## src/rtl/core/ffsc_pkg.sv

```systemverilog
// Shared types, widths and codes for the farthest-from-selection slot cache.
`default_nettype none
package ffsc_pkg;

  localparam int ITEM_W     = 10;
  localparam int ACTION_W   = 2;
  localparam int STATUS_W   = 2;
  localparam int SLOT_W     = 6;
  localparam int CFG_W      = 7;
  localparam int SLOTS_DEF  = 64;

  localparam logic [CFG_W-1:0] CFG_RESET = 7'd64;

  localparam logic [ACTION_W-1:0] ACT_INSERT = 2'd0;
  localparam logic [ACTION_W-1:0] ACT_EVICT  = 2'd1;
  localparam logic [ACTION_W-1:0] ACT_LOOKUP = 2'd2;

  localparam logic [STATUS_W-1:0] STS_PLACED   = 2'd0;
  localparam logic [STATUS_W-1:0] STS_REPLACED = 2'd1;
  localparam logic [STATUS_W-1:0] STS_HIT      = 2'd2;
  localparam logic [STATUS_W-1:0] STS_MISS     = 2'd3;

  typedef struct packed {
    logic [ITEM_W-1:0] gap;
    logic              farther;
  } dist_res_t;

endpackage
`default_nettype wire

```

## src/rtl/core/ffsc_dist.sv

```systemverilog
// Shared distance unit: absolute distance to the selection and compare against the best so far.
`default_nettype none
module ffsc_dist (
  input  wire logic [ffsc_pkg::ITEM_W-1:0] occupant,
  input  wire logic [ffsc_pkg::ITEM_W-1:0] selection,
  input  wire logic [ffsc_pkg::ITEM_W-1:0] best,
  output ffsc_pkg::dist_res_t              res
);
  import ffsc_pkg::*;

  logic [ITEM_W-1:0] gap;

  assign gap         = (occupant >= selection) ? (occupant - selection) : (selection - occupant);
  assign res.gap     = gap;
  assign res.farther = (gap > best);

endmodule
`default_nettype wire

```

## src/rtl/core/farthest_from_selection_slot_cache.sv

```systemverilog
// Top level of the farthest-from-selection slot cache.
// Each item scans the active slots one per cycle through a single distance unit.
// The result is registered in the finishing step after the scan of the active slots.
// A new item is taken only in the idle state, once the last item's result has been registered.
// Synchronous active-low reset empties every slot and sets the slot count to 64.
`default_nettype none
module farthest_from_selection_slot_cache #(
  parameter int SLOTS = ffsc_pkg::SLOTS_DEF
) (
  input  wire logic                          clk,
  input  wire logic                          rst_n,
  input  wire logic                          cfg_we,
  input  wire logic [ffsc_pkg::CFG_W-1:0]    cfg_wdata,
  input  wire logic                          in_valid,
  output logic                               in_stall,
  input  wire logic [ffsc_pkg::ACTION_W-1:0] in_action,
  input  wire logic [ffsc_pkg::ITEM_W-1:0]   in_item_index,
  input  wire logic [ffsc_pkg::ITEM_W-1:0]   in_selection,
  output logic                               out_valid,
  input  wire logic                          out_stall,
  output logic [ffsc_pkg::STATUS_W-1:0]      out_status,
  output logic [ffsc_pkg::SLOT_W-1:0]        out_slot,
  output logic                               out_evicted_valid,
  output logic [ffsc_pkg::ITEM_W-1:0]        out_evicted_item
);
  import ffsc_pkg::*;

  localparam int IW = $clog2(SLOTS);
  localparam int CW = $clog2(SLOTS + 1);
  localparam int NW = ((CW > CFG_W) ? CW : CFG_W) + 1;

  typedef enum logic [1:0] {ST_IDLE, ST_SCAN, ST_FINISH} state_t;

  state_t               state_r;
  logic [CFG_W-1:0]     slots_in_use_r;
  logic [SLOTS-1:0]     slot_full_r;
  logic [ITEM_W-1:0]    slot_item_mem [SLOTS];

  logic [ACTION_W-1:0]  act_r;
  logic [ITEM_W-1:0]    item_r;
  logic [ITEM_W-1:0]    sel_r;
  logic [CW-1:0]        n_r;
  logic [CW-1:0]        issue_r;
  logic                 p_vld_r;
  logic [IW-1:0]        p_idx_r;
  logic [ITEM_W-1:0]    rdata_r;

  logic                 any_r;
  logic [ITEM_W-1:0]    best_r;
  logic [IW-1:0]        where_r;
  logic [ITEM_W-1:0]    best_item_r;
  logic                 emp_found_r;
  logic [IW-1:0]        emp_idx_r;
  logic                 hit_r;
  logic [IW-1:0]        hit_idx_r;

  logic                 out_valid_r;
  logic [STATUS_W-1:0]  out_status_r;
  logic [SLOT_W-1:0]    out_slot_r;
  logic                 out_ev_valid_r;
  logic [ITEM_W-1:0]    out_ev_item_r;

  logic [NW-1:0]        n_ext;
  logic [CW-1:0]        n_nxt;
  logic                 issuing;
  logic                 p_full;
  dist_res_t            dres;
  logic                 out_free;

  logic [STATUS_W-1:0]  res_status;
  logic [IW-1:0]        tgt_idx;
  logic [IW+SLOT_W-1:0] tgt_ext;
  logic                 res_ev_valid;
  logic [ITEM_W-1:0]    res_ev_item;
  logic                 wr_en;
  logic                 full_set;
  logic                 full_clr;

  // Active slot count, with zero taken as one and values above the table size clamped.
  always_comb begin
    n_ext = NW'(slots_in_use_r);
    if (n_ext == '0) begin
      n_nxt = CW'(1);
    end else if (n_ext > NW'(SLOTS)) begin
      n_nxt = CW'(SLOTS);
    end else begin
      n_nxt = n_ext[CW-1:0];
    end
  end

  assign issuing  = (state_r == ST_SCAN) && (issue_r < n_r);
  assign p_full   = slot_full_r[p_idx_r];
  assign out_free = !out_valid_r || !out_stall;

  ffsc_dist u_dist (
    .occupant  (rdata_r),
    .selection (sel_r),
    .best      (best_r),
    .res       (dres)
  );

  always_comb begin
    res_status   = STS_MISS;
    tgt_idx      = '0;
    res_ev_valid = 1'b0;
    res_ev_item  = '0;
    wr_en        = 1'b0;
    full_set     = 1'b0;
    full_clr     = 1'b0;
    unique case (act_r)
      ACT_INSERT: begin
        if (emp_found_r) begin
          res_status = STS_PLACED;
          tgt_idx    = emp_idx_r;
          wr_en      = 1'b1;
          full_set   = 1'b1;
        end else if (any_r) begin
          res_status   = STS_REPLACED;
          tgt_idx      = where_r;
          wr_en        = 1'b1;
          res_ev_valid = 1'b1;
          res_ev_item  = best_item_r;
        end
      end
      ACT_EVICT: begin
        if (any_r) begin
          res_status   = STS_HIT;
          tgt_idx      = where_r;
          full_clr     = 1'b1;
          res_ev_valid = 1'b1;
          res_ev_item  = best_item_r;
        end
      end
      ACT_LOOKUP: begin
        if (hit_r) begin
          res_status = STS_HIT;
          tgt_idx    = hit_idx_r;
        end
      end
      default: begin
        res_status = STS_MISS;
      end
    endcase
  end

  assign tgt_ext = {{SLOT_W{1'b0}}, tgt_idx};

  always_ff @(posedge clk) begin
    if (issuing) begin
      rdata_r <= slot_item_mem[issue_r[IW-1:0]];
    end
    if (state_r == ST_FINISH && out_free && wr_en) begin
      slot_item_mem[tgt_idx] <= item_r;
    end
  end

  always_ff @(posedge clk) begin
    if (!rst_n) begin
      state_r        <= ST_IDLE;
      slots_in_use_r <= CFG_RESET;
      slot_full_r    <= '0;
      p_vld_r        <= 1'b0;
      out_valid_r    <= 1'b0;
    end else begin
      if (cfg_we) begin
        slots_in_use_r <= cfg_wdata;
      end
      if (out_valid_r && !out_stall && state_r != ST_FINISH) begin
        out_valid_r <= 1'b0;
      end
      unique case (state_r)
        ST_IDLE: begin
          p_vld_r <= 1'b0;
          if (in_valid) begin
            act_r       <= in_action;
            item_r      <= in_item_index;
            sel_r       <= in_selection;
            n_r         <= n_nxt;
            issue_r     <= '0;
            any_r       <= 1'b0;
            best_r      <= '0;
            where_r     <= '0;
            best_item_r <= '0;
            emp_found_r <= 1'b0;
            emp_idx_r   <= '0;
            hit_r       <= 1'b0;
            hit_idx_r   <= '0;
            state_r     <= ST_SCAN;
          end
        end
        ST_SCAN: begin
          if (issuing) begin
            p_vld_r <= 1'b1;
            p_idx_r <= issue_r[IW-1:0];
            issue_r <= issue_r + CW'(1);
          end else begin
            p_vld_r <= 1'b0;
            if (!p_vld_r) begin
              state_r <= ST_FINISH;
            end
          end
          if (p_vld_r) begin
            if (p_full) begin
              if (!any_r || dres.farther) begin
                any_r       <= 1'b1;
                best_r      <= dres.gap;
                where_r     <= p_idx_r;
                best_item_r <= rdata_r;
              end
              if (rdata_r == item_r) begin
                hit_r     <= 1'b1;
                hit_idx_r <= p_idx_r;
              end
            end else if (!emp_found_r) begin
              emp_found_r <= 1'b1;
              emp_idx_r   <= p_idx_r;
            end
          end
        end
        ST_FINISH: begin
          if (out_free) begin
            if (full_set) begin
              slot_full_r[tgt_idx] <= 1'b1;
            end
            if (full_clr) begin
              slot_full_r[tgt_idx] <= 1'b0;
            end
            out_valid_r    <= 1'b1;
            out_status_r   <= res_status;
            out_slot_r     <= tgt_ext[SLOT_W-1:0];
            out_ev_valid_r <= res_ev_valid;
            out_ev_item_r  <= res_ev_item;
            state_r        <= ST_IDLE;
          end
        end
        default: begin
          state_r <= ST_IDLE;
        end
      endcase
    end
  end

  assign in_stall          = (state_r != ST_IDLE);
  assign out_valid         = out_valid_r;
  assign out_status        = out_status_r;
  assign out_slot          = out_slot_r;
  assign out_evicted_valid = out_ev_valid_r;
  assign out_evicted_item  = out_ev_item_r;

`ifndef NO_ASSERTIONS
  a_result_from_finish: assert property (@(posedge clk) disable iff (!rst_n)
    $rose(out_valid_r) |-> $past(state_r == ST_FINISH))
    else $error("Result raised outside the finishing step.");

  a_evict_status: assert property (@(posedge clk) disable iff (!rst_n)
    (out_valid_r && out_ev_valid_r) |->
      (out_status_r == STS_REPLACED || out_status_r == STS_HIT))
    else $error("Evicted item reported with an unrelated status.");

  a_miss_clean: assert property (@(posedge clk) disable iff (!rst_n)
    (out_valid_r && out_status_r == STS_MISS) |->
      (out_slot_r == '0 && !out_ev_valid_r && out_ev_item_r == '0))
    else $error("Miss result carries non-zero fields.");

  a_scan_bound: assert property (@(posedge clk) disable iff (!rst_n)
    (state_r == ST_SCAN) |-> (issue_r <= n_r && n_r != '0))
    else $error("Slot scan ran past the active slot count.");
`endif

endmodule
`default_nettype wire

```

## config.mk

```make
export PLATFORM = sky130hd
export DESIGN_NAME = farthest_from_selection_slot_cache
export DESIGN_NICKNAME = d
export VERILOG_FILES = /design/src/rtl/core/ffsc_pkg.sv /design/src/rtl/core/ffsc_dist.sv /design/src/rtl/core/farthest_from_selection_slot_cache.sv
export SDC_FILE = /design/constraint.sdc
export NUM_CORES = 1
export LEC_CHECK = 0
export BUFFER_PORTS_ARGS = -buffer_cell sky130_fd_sc_hd__clkbuf_2
export CORE_MARGIN = 5
export CORE_UTILIZATION = 35
export CTS_CLUSTER_DIAMETER = 30
export DETAILED_ROUTE_END_ITERATION = 10
export GPL_ROUTABILITY_DRIVEN = 0
export PLACE_DENSITY = 0.52
export SLEW_MARGIN = 40
export SYNTH_ARGS = -nofsm -noshare
export SYNTH_HDL_FRONTEND = slang
export SYNTH_HIERARCHICAL = 1
export SYNTH_SLANG_ARGS = --single-unit
```

## constraint.sdc

```tcl
create_clock -name clk -period 14.1 [get_ports clk]
set_clock_uncertainty 0.2 [all_clocks]
set_input_delay 2.115 -clock clk [delete_from_list [all_inputs] [get_ports clk]]
set_output_delay 2.115 -clock clk [all_outputs]
set_load 0.02 [all_outputs]
```

==> results_dict.tcl <==
set metrics [dict create \
    status "finished, final reports clean" \
    synth_ff_type "edfxtp_1" \
    start_util_pct 35.3 \
    layout-drive-gt1-share_pct 30.7 \
    drtAntennaViolNets 0 \
    p_leak_uw 0.0135 \
    vias_per_cell 5.31 \
    synth_top_family_by_area "multiplexers" \
    syn_area_sq_mm 0.0337 \
    io_buffers 54 \
    startpoint "rdata_r[0]$_DFFE_PP_" \
    coreArea_sq_mm 0.0953 \
    final.min_clock_period_ns 5.10 \
    crit_type "flip-flop to flip-flop" \
    n_antenna_cell 0 \
    hp-start "slot_full_r[2]$_SDFFE_PN0P_" \
    root_buffer "clkbuf_16" \
    wl_per_cell_um 25.7 \
    rr_worst_depth 20 \
    slew_headroom_pct 41.8 \
    htree_levels 4 \
    fin_hold_ws_ns 0.265 \
    cap_violations 0 \
    hold_buffers 0 \
    syn_inst 1843 \
    synth-seq-area-share_pct 71.5 \
    worst-r2r-setup-slack_ns 9.00 \
    clock_sinks 827 \
    die_area_sq_mm 0.102 \
    grtUsageTotal_pct 16.7 \
    synth_compound_area_share_pct 3.98 \
    cts_setup_buffers 0 \
    rsz0062_at_grt "false" \
    cts_tree "done" \
    area_growth_syn_to_layout_pct 21.1 \
    synth_edf_count 752 \
    overflow 0 \
    crit_arrival_ns 5.33 \
    die_y_um 320 \
    clock_path_buffers 3 \
    die_x_um 320 \
    slowest_delay_ns 0.53 \
    place_ws_ns 8.89 \
    placed_cells 3091 \
    drt_iter0_drc 1677 \
    firstDrtPassIters 5 \
    setup_tns_ns 0 \
    synth-xor-area-share_pct 0.598 \
    synth_warnings 6 \
    cp-start-kind "flip-flop" \
    synthTopCellsByCount "edfxtp_1 (752), mux4_2 (219), nor2_1 (164), a21oi_1 (95), dfxtp_1 (75)" \
    antenna_found_initial 0 \
    drc 0 \
    async_flop_share_pct 0 \
    synthAdderAreaFrac_pct 1.61 \
    clk_latency_ns 0.71 \
    rr_startpoint "rdata_r[0]$_DFFE_PP_" \
    synthSimpleGateAreaFrac_pct 4.76 \
    dp_hpwl_um 52500 \
    clk_pin_slew_worst_paths_ns 0.05 \
    synth.mux.area_fraction_pct 15.6 \
    grt_pass1_vias 18100 \
    synth-seq-cells 827 \
    syn_nets 1919 \
    cp_max_fo 21 \
    synth.largest_area_cell "edfxtp_1" \
    num_rows 113 \
    vias 17900 \
    power.density_mw_per_mm2 165 \
    final.setup.worst_slack_ns 9.00 \
    setup_violations 0 \
    cts_buffers 149 \
    cp_data_required_time_ns 14.33 \
    final_nets 2054 \
    peakVddDrop_uv 99.2 \
    cp-end-kind "flip-flop" \
    avgSynthCellArea_sq_um 18.3 \
    finalHoldViolCount 0 \
    finalCritPeriodShare_pct 36.2 \
    grt_first_pass_wirelength_um 126000 \
    cts_resized 0 \
    fin_cells 3370 \
    yosys.area.top_type_share_pct 67.1 \
    synthTopCellsByArea "edfxtp_1 (67%), mux4_2 (15%), dfxtp_1 (4.5%)" \
    wl_um 86500 \
    tightest_slew_ns 0.874 \
    grt_max_degree 78 \
    max_freq_ghz 0.196 \
    ys_types 63 \
    cp_slowest_cell "o221ai_2" \
    crit_end "best_item_r[1]$_SDFFCE_PN0P_" \
    slew_viol_final 0 \
    ios 55 \
    r2r_end "best_item_r[1]$_SDFFCE_PN0P_" \
    path_cells "inv_1, ha_1, inv_1, fa_1, a21o_1, a21oi_2, a21oi_2, o221ai_2, mux2i_1, xnor2_1, ha_1, a21o_1, a21o_1, a21oi_1, nor2_1, a2111oi_0, a31oi_1, o21ai_0, a21oi_2, buf_4" \
    hold_class "flip-flop to flip-flop" \
    yosysMostFrequentCell "edfxtp_1" \
    fill_cells 8353 \
]
-- power breakdown --
part	leakage [uW]	switching, uW	total [uW]	internal (uW)
combinational	0.00361	233	391	158
clock	0.00249	1300	3610	2310
sequential	0.00740	15.2	2710	2700
-- kinds of logic (layout without fill, tap and decap cells) --
kind of cell               count (synthesis)  after routing
AOI/OAI and AO/OA                        229            229
and+or+nand+nor                          323            323
muxes                                    250            250
adders and majority gates                 42             42
DFF                                      827            827
buffers and inverters                    149            411
xor gates and xnor gates                  23             23
-- state kept, by name (all words and copies together), names as in the netlist, 10 cells and up --
name,count
best_item_r,10
best_r,10
item_r,10
out_evicted_item,10
rdata_r,10
sel_r,10
slot_full_r,64
slot_item_mem,640
-- per-layer routing --
metal	GRT usage, %	up-vias	routed length [um]
met2	25.5	738	40000
met3	4.82	143	6860
met4	5.37	0	2110
li1	-	7677	-
met5	0	-	0
met1	23.4	9321	37500
-- final cells by class --
cell class,count,area [sq um],share of cell area (%)
Multi-Input combinational cell,867,9120,22.4
Tap cell,1265,1580,3.88
Inverter,44,165,0.405
Timing Repair Buffer,89,634,1.56
Sequential cell,827,24100,59.1
Clock buffer,168,3970,9.73
Clock inverter,110,1220,2.99
-- layout by cell type (no fill, tap or decap), types with 5 or more instances in the layout --
master	n
o21ai_0	73
clkbuf_8	5
dfxtp_1	75
buf_4	20
clkinv_4	12
clkinvlp_4	18
nor2b_1	25
a21oi_1	94
a21o_1	16
buf_6	10
inv_1	44
nand3_1	10
clkinv_2	15
inv_6	23
edfxtp_1	752
clkbuf_2	54
ha_1	39
mux2i_1	29
clkbuf_1	9
xnor2_1	11
and2_1	46
nand2_2	5
clkbuf_16	155
inv_8	6
nor2_2	50
xor2_1	12
clkinv_1	12
and3_1	10
a211oi_1	9
nand2_1	16
mux4_2	219
nand4_1	7
bufinv_16	13
nand2b_1	7
nor2_1	115
-- worst max-delay path: cells and delay by family, from the launching register on --
family | cells | cell delay (ns)
AOI/OAI and AO/OA | 11 | 2.35
adders and majority gates | 3 | 0.85
DFF | 1 | 0.46
buffers and inverters | 3 | 0.44
muxes | 1 | 0.29
xor gates and xnor gates | 1 | 0.17
and+or+nand+nor | 1 | 0.05
-- per-stage QoR --
step,total power (uW),instance area (sq um),util (%)
after floorplan,3020,33700,-
after global placement,3150,35300,37.0
after detailed placement,3150,35400,37.2
after CTS,6780,40600,42.6
after global routing,6940,40800,42.8
final,6720,40800,42.8
-- how the worst min path moves through the flow --
stage | depth (start not counted) | end | slack, ns
2_1_floorplan | 2 | slot_full_r[10]$_SDFFE_PN0P_ | 0.23
3_3_place_gp | 2 | slot_full_r[2]$_SDFFE_PN0P_ | 0.24
6_report | 2 | slot_full_r[2]$_SDFFE_PN0P_ | 0.26
3_5_place_dp | 2 | slot_full_r[42]$_SDFFE_PN0P_ | 0.25
5_1_grt | 2 | slot_full_r[42]$_SDFFE_PN0P_ | 0.28
4_1_cts | 2 | slot_full_r[42]$_SDFFE_PN0P_ | 0.27
Power figures use the tool's default switching activity.
